### src/rtl/ssdp_pkg.sv
// Shared types, constants and lookup functions for the sensor stream deframer and parser.
package ssdp_pkg;

   localparam int ByteW    = 8;
   localparam int WordW    = 16;
   localparam int PktCntW  = 5;
   localparam int CsrIdxW  = 2;
   localparam int NumWords = 5;
   localparam int WordIdxW = $clog2(NumWords);

   localparam logic [ByteW-1:0] HeaderReset   = 8'd19;
   localparam logic [WordW-1:0] CleanThReset  = 16'hFE70;
   localparam logic [WordW-1:0] DockThReset   = 16'hFFCE;

   localparam logic [ByteW-1:0] IdGroupAll    = 8'd0;
   localparam logic [ByteW-1:0] IdGroupShort  = 8'd1;
   localparam logic [ByteW-1:0] IdButtons     = 8'd7;
   localparam logic [ByteW-1:0] IdBumpers     = 8'd13;
   localparam logic [ByteW-1:0] IdDistance    = 8'd19;
   localparam logic [ByteW-1:0] IdChargeState = 8'd21;
   localparam logic [ByteW-1:0] IdVoltage     = 8'd22;
   localparam logic [ByteW-1:0] IdCurrent     = 8'd23;
   localparam logic [ByteW-1:0] IdCharge      = 8'd25;
   localparam logic [ByteW-1:0] IdCapacity    = 8'd26;
   localparam logic [ByteW-1:0] IdMode        = 8'd128;

   typedef enum logic [1:0] {
      PH_IDLE,
      PH_LEN,
      PH_DATA,
      PH_CSUM
   } phase_type;

   typedef enum logic [1:0] {
      ST_OK     = 2'd0,
      ST_CKSUM  = 2'd1,
      ST_BAD_ID = 2'd2
   } status_type;

   typedef enum logic [CsrIdxW-1:0] {
      CSR_HEADER,
      CSR_CLEAN_TH,
      CSR_DOCK_TH
   } csr_index_type;

   // Word slots come first so that they index the word array directly.
   typedef enum logic [2:0] {
      SLOT_DIST,
      SLOT_VOLT,
      SLOT_CUR,
      SLOT_CHARGE,
      SLOT_CAP,
      SLOT_CHG,
      SLOT_NONE
   } slot_type;

   typedef struct packed {
      logic [ByteW-1:0]        header;
      logic signed [WordW-1:0] clean_th;
      logic signed [WordW-1:0] dock_th;
   } cfg_type;

   typedef struct packed {
      status_type              status;
      logic signed [WordW-1:0] distance;
      logic [ByteW-1:0]        charging_state;
      logic [WordW-1:0]        voltage;
      logic signed [WordW-1:0] battery_current;
      logic [WordW-1:0]        charge;
      logic [WordW-1:0]        capacity;
      logic                    cleaning;
      logic                    docked;
   } result_type;

   typedef struct packed {
      logic               known;
      logic [PktCntW-1:0] data_bytes;
   } pkt_info_type;

   function automatic pkt_info_type packet_info(logic [ByteW-1:0] id);
      pkt_info_type info;
      info.known      = 1'b1;
      info.data_bytes = '0;
      case (id)
         IdGroupAll:    info.data_bytes = 5'd26;
         IdGroupShort:  info.data_bytes = 5'd10;
         IdButtons:     info.data_bytes = 5'd1;
         IdBumpers:     info.data_bytes = 5'd1;
         IdChargeState: info.data_bytes = 5'd1;
         IdMode:        info.data_bytes = 5'd1;
         IdDistance:    info.data_bytes = 5'd2;
         IdVoltage:     info.data_bytes = 5'd2;
         IdCurrent:     info.data_bytes = 5'd2;
         IdCharge:      info.data_bytes = 5'd2;
         IdCapacity:    info.data_bytes = 5'd2;
         default:       info.known      = 1'b0;
      endcase
      return info;
   endfunction

   function automatic slot_type slot_of(logic [ByteW-1:0] id);
      slot_type slot;
      case (id)
         IdDistance:    slot = SLOT_DIST;
         IdChargeState: slot = SLOT_CHG;
         IdVoltage:     slot = SLOT_VOLT;
         IdCurrent:     slot = SLOT_CUR;
         IdCharge:      slot = SLOT_CHARGE;
         IdCapacity:    slot = SLOT_CAP;
         default:       slot = SLOT_NONE;
      endcase
      return slot;
   endfunction

endpackage

### src/rtl/ssdp_if.sv
// Channel interfaces: received bytes, parsed results and register writes.
interface ssdp_req_if;
   logic                        valid;
   logic                        ready;
   logic [ssdp_pkg::ByteW-1:0]  rx_byte;

   modport source (output valid, output rx_byte, input ready);
   modport sink (input valid, input rx_byte, output ready);
endinterface

interface ssdp_rsp_if;
   logic                               valid;
   logic                               ready;
   logic [1:0]                         status;
   logic signed [ssdp_pkg::WordW-1:0]  distance;
   logic [ssdp_pkg::ByteW-1:0]         charging_state;
   logic [ssdp_pkg::WordW-1:0]         voltage;
   logic signed [ssdp_pkg::WordW-1:0]  battery_current;
   logic [ssdp_pkg::WordW-1:0]         charge;
   logic [ssdp_pkg::WordW-1:0]         capacity;
   logic                               cleaning;
   logic                               docked;

   modport source (output valid, output status, output distance, output charging_state,
                   output voltage, output battery_current, output charge, output capacity,
                   output cleaning, output docked, input ready);
   modport sink (input valid, input status, input distance, input charging_state,
                 input voltage, input battery_current, input charge, input capacity,
                 input cleaning, input docked, output ready);
endinterface

interface ssdp_csr_if;
   logic                          valid;
   logic                          ready;
   logic [ssdp_pkg::CsrIdxW-1:0]  index;
   logic [ssdp_pkg::WordW-1:0]    data;

   modport source (output valid, output index, output data, input ready);
   modport sink (input valid, input index, input data, output ready);
endinterface

### src/rtl/sensor_stream_deframe_parse_top.sv
// Top level of the sensor stream deframer and packet parser.
// Throughput: one received byte per cycle; only a checksum byte can stall, and only
// while the result register still holds an untaken transaction.
// Latency: the result of a frame is valid on the response channel in the cycle after
// its checksum byte is accepted.
// Reset (synchronous): frame hunting restarts, the result register empties and the
// configuration registers return to header 19 and thresholds -400 and -50.
module sensor_stream_deframe_parse_top (
   input  logic         clock,
   input  logic         reset,
   ssdp_req_if.sink     req_chan,
   ssdp_rsp_if.source   rsp_chan,
   ssdp_csr_if.sink     csr_chan
);

   ssdp_pkg::cfg_type     cfg;
   ssdp_pkg::result_type  result;
   logic                  at_checksum;
   logic                  can_load;
   logic                  byte_accept;

   assign req_chan.ready = !at_checksum || can_load;
   assign byte_accept    = req_chan.valid && req_chan.ready;

   ssdp_csr_regs u_csr_regs (
      .clock    (clock),
      .reset    (reset),
      .csr_chan (csr_chan),
      .cfg      (cfg)
   );

   ssdp_frame_parser u_frame_parser (
      .clock       (clock),
      .reset       (reset),
      .byte_accept (byte_accept),
      .rx_byte     (req_chan.rx_byte),
      .cfg         (cfg),
      .at_checksum (at_checksum),
      .result      (result)
   );

   ssdp_out_reg u_out_reg (
      .clock    (clock),
      .reset    (reset),
      .load     (byte_accept && at_checksum),
      .result   (result),
      .can_load (can_load),
      .rsp_chan (rsp_chan)
   );

endmodule

### src/rtl/ssdp_csr_regs.sv
// Configuration registers: header byte and the two current thresholds.
module ssdp_csr_regs (
   input  logic                clock,
   input  logic                reset,
   ssdp_csr_if.sink            csr_chan,
   output ssdp_pkg::cfg_type   cfg
);

   ssdp_pkg::cfg_type cfg_ff, cfg_in;
   logic              write;

   assign csr_chan.ready = 1'b1;
   assign write          = csr_chan.valid;

   always_comb begin
      cfg_in = cfg_ff;
      if (write) begin
         case (csr_chan.index)
            ssdp_pkg::CSR_HEADER:   cfg_in.header   = csr_chan.data[ssdp_pkg::ByteW-1:0];
            ssdp_pkg::CSR_CLEAN_TH: cfg_in.clean_th = csr_chan.data;
            ssdp_pkg::CSR_DOCK_TH:  cfg_in.dock_th  = csr_chan.data;
            default: begin
               // Writes to unlisted indexes are dropped.
               cfg_in = cfg_ff;
            end
         endcase
      end
   end

   always_ff @(posedge clock) begin
      if (reset) begin
         cfg_ff.header   <= ssdp_pkg::HeaderReset;
         cfg_ff.clean_th <= ssdp_pkg::CleanThReset;
         cfg_ff.dock_th  <= ssdp_pkg::DockThReset;
      end else begin
         cfg_ff <= cfg_in;
      end
   end

   assign cfg = cfg_ff;

endmodule

### src/rtl/ssdp_frame_parser.sv
// Frame tracking, running checksum, packet parsing and result formation.
module ssdp_frame_parser (
   input  logic                          clock,
   input  logic                          reset,
   input  logic                          byte_accept,
   input  logic [ssdp_pkg::ByteW-1:0]    rx_byte,
   input  ssdp_pkg::cfg_type             cfg,
   output logic                          at_checksum,
   output ssdp_pkg::result_type          result
);

   ssdp_pkg::phase_type           phase_ff, phase_in;
   logic [ssdp_pkg::ByteW-1:0]    payload_left_ff, payload_left_in;
   logic [ssdp_pkg::ByteW-1:0]    sum_ff, sum_in;
   ssdp_pkg::slot_type            slot_ff, slot_in;
   logic [ssdp_pkg::PktCntW-1:0]  pkt_left_ff, pkt_left_in;
   logic [ssdp_pkg::ByteW-1:0]    hold_ff, hold_in;
   logic                          bad_id_ff, bad_id_in;
   logic [ssdp_pkg::ByteW-1:0]    chg_ff, chg_in;
   logic [ssdp_pkg::WordW-1:0]    words_ff [ssdp_pkg::NumWords];
   logic [ssdp_pkg::WordW-1:0]    words_in [ssdp_pkg::NumWords];

   logic [ssdp_pkg::ByteW-1:0]    sum_add;
   ssdp_pkg::pkt_info_type        info;
   logic [ssdp_pkg::WordIdxW-1:0] word_idx;
   logic signed [ssdp_pkg::WordW-1:0] current;
   logic                          below_clean;

   assign sum_add     = sum_ff + rx_byte;
   assign info        = ssdp_pkg::packet_info(rx_byte);
   assign word_idx    = ssdp_pkg::WordIdxW'(slot_ff);
   assign at_checksum = (phase_ff == ssdp_pkg::PH_CSUM);

   // Next state of the frame sequencer.
   always_comb begin
      phase_in = phase_ff;
      if (byte_accept) begin
         case (phase_ff)
            ssdp_pkg::PH_IDLE: begin
               if (rx_byte == cfg.header) phase_in = ssdp_pkg::PH_LEN;
            end
            ssdp_pkg::PH_LEN: begin
               phase_in = (rx_byte == '0) ? ssdp_pkg::PH_CSUM : ssdp_pkg::PH_DATA;
            end
            ssdp_pkg::PH_DATA: begin
               if (payload_left_ff == ssdp_pkg::ByteW'(1)) phase_in = ssdp_pkg::PH_CSUM;
            end
            ssdp_pkg::PH_CSUM: phase_in = ssdp_pkg::PH_IDLE;
            default:           phase_in = ssdp_pkg::PH_IDLE;
         endcase
      end
   end

   // Checksum, length and packet parsing datapath.
   always_comb begin
      payload_left_in = payload_left_ff;
      sum_in          = sum_ff;
      slot_in         = slot_ff;
      pkt_left_in     = pkt_left_ff;
      hold_in         = hold_ff;
      bad_id_in       = bad_id_ff;
      chg_in          = chg_ff;
      for (int i = 0; i < ssdp_pkg::NumWords; i++) words_in[i] = words_ff[i];
      if (byte_accept) begin
         case (phase_ff)
            ssdp_pkg::PH_IDLE: sum_in = rx_byte;
            ssdp_pkg::PH_LEN: begin
               sum_in          = sum_add;
               payload_left_in = rx_byte;
               slot_in         = ssdp_pkg::SLOT_NONE;
               pkt_left_in     = '0;
               hold_in         = '0;
               bad_id_in       = 1'b0;
               chg_in          = '0;
               for (int i = 0; i < ssdp_pkg::NumWords; i++) words_in[i] = '0;
            end
            ssdp_pkg::PH_DATA: begin
               sum_in          = sum_add;
               payload_left_in = payload_left_ff - ssdp_pkg::ByteW'(1);
               if (!bad_id_ff) begin
                  if (pkt_left_ff == '0) begin
                     // Packet id byte.
                     slot_in = ssdp_pkg::slot_of(rx_byte);
                     if (info.known) pkt_left_in = info.data_bytes;
                     else bad_id_in = 1'b1;
                  end else begin
                     if (slot_ff == ssdp_pkg::SLOT_CHG) begin
                        chg_in = rx_byte;
                     end else if (slot_ff != ssdp_pkg::SLOT_NONE) begin
                        if (pkt_left_ff == ssdp_pkg::PktCntW'(2)) hold_in = rx_byte;
                        else words_in[word_idx] = {hold_ff, rx_byte};
                     end
                     pkt_left_in = pkt_left_ff - ssdp_pkg::PktCntW'(1);
                  end
               end
            end
            ssdp_pkg::PH_CSUM: sum_in = sum_add;
            default:           sum_in = sum_ff;
         endcase
      end
   end

   // Result for the checksum byte; it is only captured in that phase.
   assign current     = words_ff[ssdp_pkg::SLOT_CUR];
   assign below_clean = current < cfg.clean_th;

   always_comb begin
      result = '0;
      if (sum_add != '0) begin
         result.status = ssdp_pkg::ST_CKSUM;
      end else if (bad_id_ff) begin
         result.status = ssdp_pkg::ST_BAD_ID;
      end else begin
         result.status          = ssdp_pkg::ST_OK;
         result.distance        = words_ff[ssdp_pkg::SLOT_DIST];
         result.charging_state  = chg_ff;
         result.voltage         = words_ff[ssdp_pkg::SLOT_VOLT];
         result.battery_current = current;
         result.charge          = words_ff[ssdp_pkg::SLOT_CHARGE];
         result.capacity        = words_ff[ssdp_pkg::SLOT_CAP];
         result.cleaning        = below_clean;
         result.docked          = !below_clean && (current > cfg.dock_th);
      end
   end

   always_ff @(posedge clock) begin
      if (reset) begin
         phase_ff <= ssdp_pkg::PH_IDLE;
      end else begin
         phase_ff <= phase_in;
      end
   end

   // Every field below is reloaded before it is used: the sum by the header byte, the rest by the length byte.
   always_ff @(posedge clock) begin
      payload_left_ff <= payload_left_in;
      sum_ff          <= sum_in;
      slot_ff         <= slot_in;
      pkt_left_ff     <= pkt_left_in;
      hold_ff         <= hold_in;
      bad_id_ff       <= bad_id_in;
      chg_ff          <= chg_in;
      for (int i = 0; i < ssdp_pkg::NumWords; i++) words_ff[i] <= words_in[i];
   end

endmodule

### src/rtl/ssdp_out_reg.sv
// Result register that drives the response channel.
module ssdp_out_reg (
   input  logic                  clock,
   input  logic                  reset,
   input  logic                  load,
   input  ssdp_pkg::result_type  result,
   output logic                  can_load,
   ssdp_rsp_if.source            rsp_chan
);

   logic                  valid_ff, valid_in;
   ssdp_pkg::result_type  data_ff;

   assign can_load = !valid_ff || rsp_chan.ready;

   always_comb begin
      valid_in = valid_ff;
      if (load) valid_in = 1'b1;
      else if (rsp_chan.ready) valid_in = 1'b0;
   end

   always_ff @(posedge clock) begin
      if (reset) begin
         valid_ff <= 1'b0;
      end else begin
         valid_ff <= valid_in;
      end
   end

   always_ff @(posedge clock) begin
      if (load) data_ff <= result;
   end

   assign rsp_chan.valid           = valid_ff;
   assign rsp_chan.status          = data_ff.status;
   assign rsp_chan.distance        = data_ff.distance;
   assign rsp_chan.charging_state  = data_ff.charging_state;
   assign rsp_chan.voltage         = data_ff.voltage;
   assign rsp_chan.battery_current = data_ff.battery_current;
   assign rsp_chan.charge          = data_ff.charge;
   assign rsp_chan.capacity        = data_ff.capacity;
   assign rsp_chan.cleaning        = data_ff.cleaning;
   assign rsp_chan.docked          = data_ff.docked;

endmodule

### src/flat_wrapper.sv
// flat-port wrapper written by rule: the top's interface ports become plain ports
module sensor_stream_deframe_parse_top_flat 
  (clock, reset, req_chan_valid, req_chan_rx_byte, req_chan_ready, rsp_chan_valid, rsp_chan_status, rsp_chan_distance, rsp_chan_charging_state, rsp_chan_voltage, rsp_chan_battery_current, rsp_chan_charge, rsp_chan_capacity, rsp_chan_cleaning, rsp_chan_docked, rsp_chan_ready, csr_chan_valid, csr_chan_index, csr_chan_data, csr_chan_ready);
  ssdp_req_if req_chan_i ();
  ssdp_rsp_if rsp_chan_i ();
  ssdp_csr_if csr_chan_i ();
  input  logic clock;
  input  logic reset;
  input wire logic [$bits(req_chan_i.valid)-1:0] req_chan_valid;
  input wire logic [$bits(req_chan_i.rx_byte)-1:0] req_chan_rx_byte;
  output wire logic [$bits(req_chan_i.ready)-1:0] req_chan_ready;
  output wire logic [$bits(rsp_chan_i.valid)-1:0] rsp_chan_valid;
  output wire logic [$bits(rsp_chan_i.status)-1:0] rsp_chan_status;
  output wire logic [$bits(rsp_chan_i.distance)-1:0] rsp_chan_distance;
  output wire logic [$bits(rsp_chan_i.charging_state)-1:0] rsp_chan_charging_state;
  output wire logic [$bits(rsp_chan_i.voltage)-1:0] rsp_chan_voltage;
  output wire logic [$bits(rsp_chan_i.battery_current)-1:0] rsp_chan_battery_current;
  output wire logic [$bits(rsp_chan_i.charge)-1:0] rsp_chan_charge;
  output wire logic [$bits(rsp_chan_i.capacity)-1:0] rsp_chan_capacity;
  output wire logic [$bits(rsp_chan_i.cleaning)-1:0] rsp_chan_cleaning;
  output wire logic [$bits(rsp_chan_i.docked)-1:0] rsp_chan_docked;
  input wire logic [$bits(rsp_chan_i.ready)-1:0] rsp_chan_ready;
  input wire logic [$bits(csr_chan_i.valid)-1:0] csr_chan_valid;
  input wire logic [$bits(csr_chan_i.index)-1:0] csr_chan_index;
  input wire logic [$bits(csr_chan_i.data)-1:0] csr_chan_data;
  output wire logic [$bits(csr_chan_i.ready)-1:0] csr_chan_ready;
  assign req_chan_i.valid = req_chan_valid;
  assign req_chan_i.rx_byte = req_chan_rx_byte;
  assign req_chan_ready = req_chan_i.ready;
  assign rsp_chan_valid = rsp_chan_i.valid;
  assign rsp_chan_status = rsp_chan_i.status;
  assign rsp_chan_distance = rsp_chan_i.distance;
  assign rsp_chan_charging_state = rsp_chan_i.charging_state;
  assign rsp_chan_voltage = rsp_chan_i.voltage;
  assign rsp_chan_battery_current = rsp_chan_i.battery_current;
  assign rsp_chan_charge = rsp_chan_i.charge;
  assign rsp_chan_capacity = rsp_chan_i.capacity;
  assign rsp_chan_cleaning = rsp_chan_i.cleaning;
  assign rsp_chan_docked = rsp_chan_i.docked;
  assign rsp_chan_i.ready = rsp_chan_ready;
  assign csr_chan_i.valid = csr_chan_valid;
  assign csr_chan_i.index = csr_chan_index;
  assign csr_chan_i.data = csr_chan_data;
  assign csr_chan_ready = csr_chan_i.ready;
  sensor_stream_deframe_parse_top u_core (.clock(clock), .reset(reset), .req_chan(req_chan_i), .rsp_chan(rsp_chan_i), .csr_chan(csr_chan_i));
endmodule
### config.mk
export PLATFORM = sky130hd
export DESIGN_NAME = sensor_stream_deframe_parse_top_flat
export DESIGN_NICKNAME = d
export VERILOG_FILES = /design/src/rtl/ssdp_pkg.sv /design/src/rtl/ssdp_if.sv /design/src/rtl/sensor_stream_deframe_parse_top.sv /design/src/rtl/ssdp_csr_regs.sv /design/src/rtl/ssdp_frame_parser.sv /design/src/rtl/ssdp_out_reg.sv /design/src/flat_wrapper.sv
export SDC_FILE = /design/constraint.sdc
export NUM_CORES = 1
export LEC_CHECK = 0
export ABC_CLOCK_PERIOD_IN_PS = 6000
export BUFFER_PORTS_ARGS = -buffer_cell sky130_fd_sc_hd__buf_2
export CORE_MARGIN = 2
export CORE_UTILIZATION = 45
export CTS_BUF_LIST = sky130_fd_sc_hd__clkbuf_4 sky130_fd_sc_hd__clkbuf_8
export DETAILED_ROUTE_END_ITERATION = 10
export GPL_TIMING_DRIVEN = 1
export HOLD_SLACK_MARGIN = 0.1
export PLACE_DENSITY_LB_ADDON = 0.2
export SLEW_MARGIN = 20
export SYNTH_ARGS = -nofsm -noshare
export SYNTH_HDL_FRONTEND = slang
export SYNTH_SLANG_ARGS = --single-unit
### constraint.sdc
create_clock -name clock -period 6 [get_ports clock]
set_input_delay 0.9 -clock clock [delete_from_list [all_inputs] [get_ports clock]]
set_output_delay 0.9 -clock clock [all_outputs]
set_load 0.05 [all_outputs]
==> results of run 1 <==
[path summary, 6_finish.rpt]
check	depth (start not counted)	startpoint	to	slack (ns)
worst min register to register	2	u_core.u_csr_regs.cfg[19]	u_core.u_csr_regs.cfg[19]	0.46
worst max-delay path	10	req_chan_rx_byte[0]	u_core.u_out_reg.rsp_chan.voltage[7]	2.51
worst max register to register	7	u_core.u_frame_parser.phase_ff[1]	u_core.u_frame_parser.words_ff[0][57]	2.96
worst min-delay path	2	u_core.u_csr_regs.cfg[19]	u_core.u_csr_regs.cfg[19]	0.46
[cell families after synthesis]
kind of cell,synth area share
buffers and inverters,0.0388
and+or+nand+nor,0.171
xor gates and xnor gates,0.0198
AOI/OAI and AO/OA,0.115
muxes,0.00934
other,0.000308
adders and majority gates,0.0509
DFF,0.595
[stage by stage]
| stage | hold WS [ns] | cell area, um2 |
|---|---|---|
| final | 0.459 | 13900 |
| after global routing | 0.473 | 13900 |
| after CTS | 0.462 | 13900 |
| after detailed placement | 0.454 | 13000 |
| after global placement | 0.446 | 13000 |
| after floorplan | 0.436 | 12200 |
[where the power goes]
part | switching [uW] | total [uW] | internal, uW
Clock | 693 | 1520 | 830
Sequential | 6.81 | 1920 | 1920
Combinational | 97.9 | 158 | 60.3
Total | 798 | 3610 | 2810
[flip-flops by register name, indices dropped and copies added, names as in the netlist, 16 cells and up]
register                                   count
u_core.u_out_reg.rsp_chan.capacity            16
u_core.u_out_reg.rsp_chan.battery_current     16
u_core.u_csr_regs.cfg                         40
u_core.u_out_reg.rsp_chan.charge              16
u_core.u_out_reg.rsp_chan.distance            16
u_core.u_out_reg.rsp_chan.voltage             16
u_core.u_frame_parser.words_ff                80
[layer usage]
metal	vias up	share of wire	track usage
met1	3762	0.48	0.275
met5	-	0	0
met2	259	0.44	0.288
met4	0	0.018	0.0585
met3	34	0.060	0.0306
li1	4028	-	-
[layout by cell type (no fill, tap or decap), drive strengths merged, types with 18 or more instances in the layout]
cell / netlist / final
edfxtp: 213 / 213
nand2: 210 / 210
buf: 6 / 132
and2: 99 / 99
a21boi: 83 / 83
clkbuf: 61 / 58
nor2: 54 / 54
inv: 48 / 49
ha: 48 / 48
dfxtp: 43 / 43
a21oi: 30 / 30
a211o: 29 / 29
o21ai: 18 / 18
[worst reg2reg max path, cell delays in order, from the launching register on]
cell and delay, ns:
dfxtp_1 0.41, inv_1 0.11, ha_1 0.30, and3_1 0.44, nand2_1 0.25, a21o_1 0.25, a31oi_4 0.25, buf_4 0.59
[final cells by class]
class | count | area, um2
fill | 2420 | 12900
tap | 341 | 427
clock inverter | 17 | 103
inverter | 48 | 180
timing repair buffer | 132 | 681
sequential | 256 | 7260
multi-input combinational | 716 | 4490
clock buffer | 58 | 729
==> metrics, run 1 <==
Worst path max stage delay 0.75 ns; CTS tree yes; critical path class primary input to flip-flop; Pre-antenna DRT Iters 7; global route total overflow 0; syn nets 1,167; status finished clean; via count 8,083; Die Ht 169 um; routed vias/inst between 5 and 6; Final nets 1,277; Main synth FF type edfxtp_1; initial antenna violation count 0; clock slew at reported path FFs 0.06 ns; RSZ-0062 raised after global routing no; Fmax achieved roughly 290 MHz; vias in the first global route 7,697; post-synth top area share 0.525; Finished Layout Cells 1,568; synth top area cells edfxtp_1 52%, dfxtp_1 7.1%, nand2_1 6.5%, a21boi_0 5.1%, and2_1 5.1%; die area around 0.028 mm2; H-tree levels 2; I/O pins roughly 130; All-Layer GR Usage 0.188; Hold Vio Cnt, Final 0; WL final around 27,000 um; Final WS setup 2.51 ns; detailed placement HPWL 17,300 um; Slew HR 0.323; Sum Neg Setup Slack 0 ns; cell chain of the critical path buf_2 > ha_1 > inv_1 > fa_1 > nand2b_1 > a21o_1 > a21boi_0 > nor3_1 > and4_4 > and2_1; Area Growth Syn to Fin 13.7%; Synth warnings 0; Core Util, Final 0.517; CP Capture Type flip-flop; drt wl/cell 17.1 um; crit path time final 3.49 ns; Synth area leader edfxtp_1; DRC 0; CP delay by family, top simple AND/OR/NAND/NOR gates; synthesized area per cell 11.2 um2; layout cells sized above 1 0.170; startpoint class of the critical path primary input; top cells by count, synth 213 x edfxtp_1, 210 x nand2_1, 99 x and2_1; #FFs+latches synth 256; post-synthesis sequential area ratio 0.595; Max clock buf depth 3; Buf+Inv Stages, Crit Path 2; Final Wtd Congestion 0.789; Iteration-0 DRC Markers between 500 and 600; Placed Cells 1,493; hold crit path type flip-flop to flip-flop; Hold-fix buffers, CTS 0; CORE AREA 0.0268 mm2; Tcrit/Tclk final 0.582; ys async rst share 0; Diodes inserted 0; CTS resizes 0; skew final 0.0230 ns; clock root buffer clkbuf_8; Synth Cell Area roughly 0.012 mm2; Post-DRT Antenna Nets 0; cells after synthesis 1,087; Final Power about 3600 uW; slowest CP cell and4_4; die width 169 um; VDD IR-drop max 0.145 mV; Leak Pwr 0.00566 uW; Max Cap Viol 0; slew of the pin with the lowest slew margin 1.02 ns; Initial Util 0.455; fin. max-slew vios 0; Critical Path Fanout Max 88; PortBufs 124; Post-synth EDFFs 213; Post-CTS Setup Inserts 0; largest net degree at the start of global routing about 90; PD cells 260 mW/mm2; first-pass GRT wire length between 40,000 and 50,000 um; top-count cell post-synth edfxtp_1; total CTS buffers 43; Critical Path AT 3.89 ns; Setup WS pre-CTS 1.92 ns; row count 60; Unique masters post-synth 57; Clk Latency, worst-skew pair 0.55 ns; final setup fails 0; clk sinks 256; required time worst endpoint roughly 6.4 ns
(Power assumes the default switching activity.)
==> inputs of run 2 (changes only) <==
--- a/config.mk
+++ b/config.mk
@@ -5,7 +5,7 @@
 export SDC_FILE = /design/constraint.sdc
 export NUM_CORES = 1
 export LEC_CHECK = 0
-export ABC_CLOCK_PERIOD_IN_PS = 6000
+export ABC_CLOCK_PERIOD_IN_PS = 2910
 export BUFFER_PORTS_ARGS = -buffer_cell sky130_fd_sc_hd__buf_2
 export CORE_MARGIN = 2
 export CORE_UTILIZATION = 45
==> constraint.sdc (replaced) <==
create_clock -name clock -period 2.91 [get_ports clock]
set_input_delay 0.4365 -clock clock [delete_from_list [all_inputs] [get_ports clock]]
set_output_delay 0.4365 -clock clock [all_outputs]
set_load 0.05 [all_outputs]
==> metrics, run 2 (synthesis gave the netlist of run 1 again) <==
clock root buffer clkbuf_8; VDD IR-drop max 0.440 mV; skew final 0.0196 ns; WHS Path Cells 2; hold path start csr_chan_data[0]; Placed Cells 1,516; critical path class flip-flop to flip-flop; commonest non-fill, non-tap cell in the layout edfxtp_1; initial antenna violation count 0; required time worst endpoint 3.23 ns; DRC 0; Combinational Power Share 0.046; Leak Pwr 0.00585 uW; Fmax achieved 356 MHz; CORE AREA 0.0268 mm2; I/O pins 126; reg2reg path depth 9; DP Area 0.0133 mm2; slew of the pin with the lowest slew margin 0.873 ns; global route total overflow 0; sw power 1680 uW; Hold Vio Cnt, Final 0; hold crit path type primary input to flip-flop; Die Ht between 150 and 200 um; H-tree levels 2; crit path time final 2.81 ns; fin. max-slew vios 0; CP Capture Type flip-flop; Final Wtd Congestion 0.808; clk sinks 256; most frequent cells in the layout 213 x edfxtp_1, 209 x nand2_1, 124 x buf_2; Seq pwr share 0.521; total CTS buffers 45; startpoint class of the critical path flip-flop; Max clock buf depth 3; Pre-antenna DRT Iters 5; Final Instance Area 0.0143 mm2; WL final 27,700 um; Post-CTS Setup Inserts 0; PortBufs 124; Area Growth Syn to Fin 17.0%; vias in the first global route 7,874; die area 0.0284 mm2; Initial Util 0.455; largest net degree at the start of global routing 56; clock slew at reported path FFs 0.06 ns; Core Util, Final 0.532; Int Power roughly 6000 uW; layout cells sized above 1 0.190; die width 169 um; CTS tree yes; Clk Latency, worst-skew pair 0.56 ns; Slew HR 0.418; Finished Layout Cells 1,604; Sw Ratio 0.220; row count 60; worst r2r src u_core.u_frame_parser.sum_ff[0]; via count around 8,200; final setup fails 0; Final nets 1,312; Most flops, register u_core.u_frame_parser.words_ff; PD cells 535 mW/mm2; Critical Path AT ~3.1 ns; All-Layer GR Usage 0.196; Post-DRT Antenna Nets 0; status finished clean; Tcrit/Tclk final 0.966; Max Cap Viol 0; drt wl/cell 17.3 um; CP startpoint u_core.u_frame_parser.sum_ff[0]; Critical Path Fanout Max 3; Diodes inserted 0; Iteration-0 DRC Markers 478; first-pass GRT wire length 43,700 um; max reg flops 80; routed vias/inst 5.14; Clock power frac 0.433; detailed placement HPWL between 15,000 and 20,000 um; Sum Neg Setup Slack 0 ns
run 2: cell count changes in the layout (fill, tap and decap cells not counted), moves of 3 or more:
cell,previous run,this run
buf_4,8,27
dfxtp_2,0,3
clkbuf_4,11,14
dfxtp_1,43,40
dlygate4sd3_1,0,10
buf_12,0,4
run 2: per-layer routing:
metal  vias up  GRT usage  share of wire  wire length (um)
met2       213      0.296           0.44             12200
li1       4095          -              -                 -
met5         -          0              0                 0
met3        41     0.0351          0.052              1440
met4         0     0.0562          0.020               567
met1      3899      0.291           0.49             13500
run 2: path summary, 6_finish.rpt:
| kind | slack (ns) | to |
|---|---|---|
| worst max register to register | 0.1 | u_core.u_out_reg.rsp_chan.docked |
| worst max-delay path | 0.1 | u_core.u_out_reg.rsp_chan.docked |
| worst min-delay path | 0.14 | u_core.u_csr_regs.cfg[32] |
| worst min register to register | 0.45 | u_core.u_csr_regs.cfg[19] |
run 2: area by class of cell:
class	count	area, um2
inverter	48	180
multi-input combinational	716	4510
clock buffer	61	752
clock inverter	17	125
tap	341	427
timing repair buffer	165	1000
sequential	256	7260
fill	2364	12500
run 2: what timing repair did:
action,in CTS,in global routing
hold endpoints to repair,17,0
gates resized for setup,0,1
endpoints found under the setup margin,0,1
hold buffers,10,0
run 2: metrics by stage:
stage | setup WS, ns | hold slack (ns) | power (uW)
2_1_floorplan | -0.451 | 0.436 | 4270
3_3_place_gp | 0.138 | 0.445 | 4380
3_5_place_dp | -0.00236 | 0.447 | 4390
4_1_cts | 0.179 | 0.108 | 7700
5_1_grt | -0.0178 | 0.121 | 7920
6_report | 0.0990 | 0.138 | 7630
run 2: worst max-delay path, cell delays in order (launching register included):
cell and delay (ns):
edfxtp_1 0.33, ha_1 0.16, inv_1 0.06, fa_1 0.38
nand2b_1 0.17, a21o_1 0.17, a21boi_0 0.14, nor3_1 0.38
nand4_1 0.32, a2111oi_1 0.47
run 2: power groups by stage:
stage	logic [uW]	clock network, uW	registers (uW)
after floorplan	232	0	4040
after global placement	335	0	4050
after detailed placement	339	0	4050
after CTS	350	3380	3970
after global routing	391	3550	3970
final	350	3300	3970
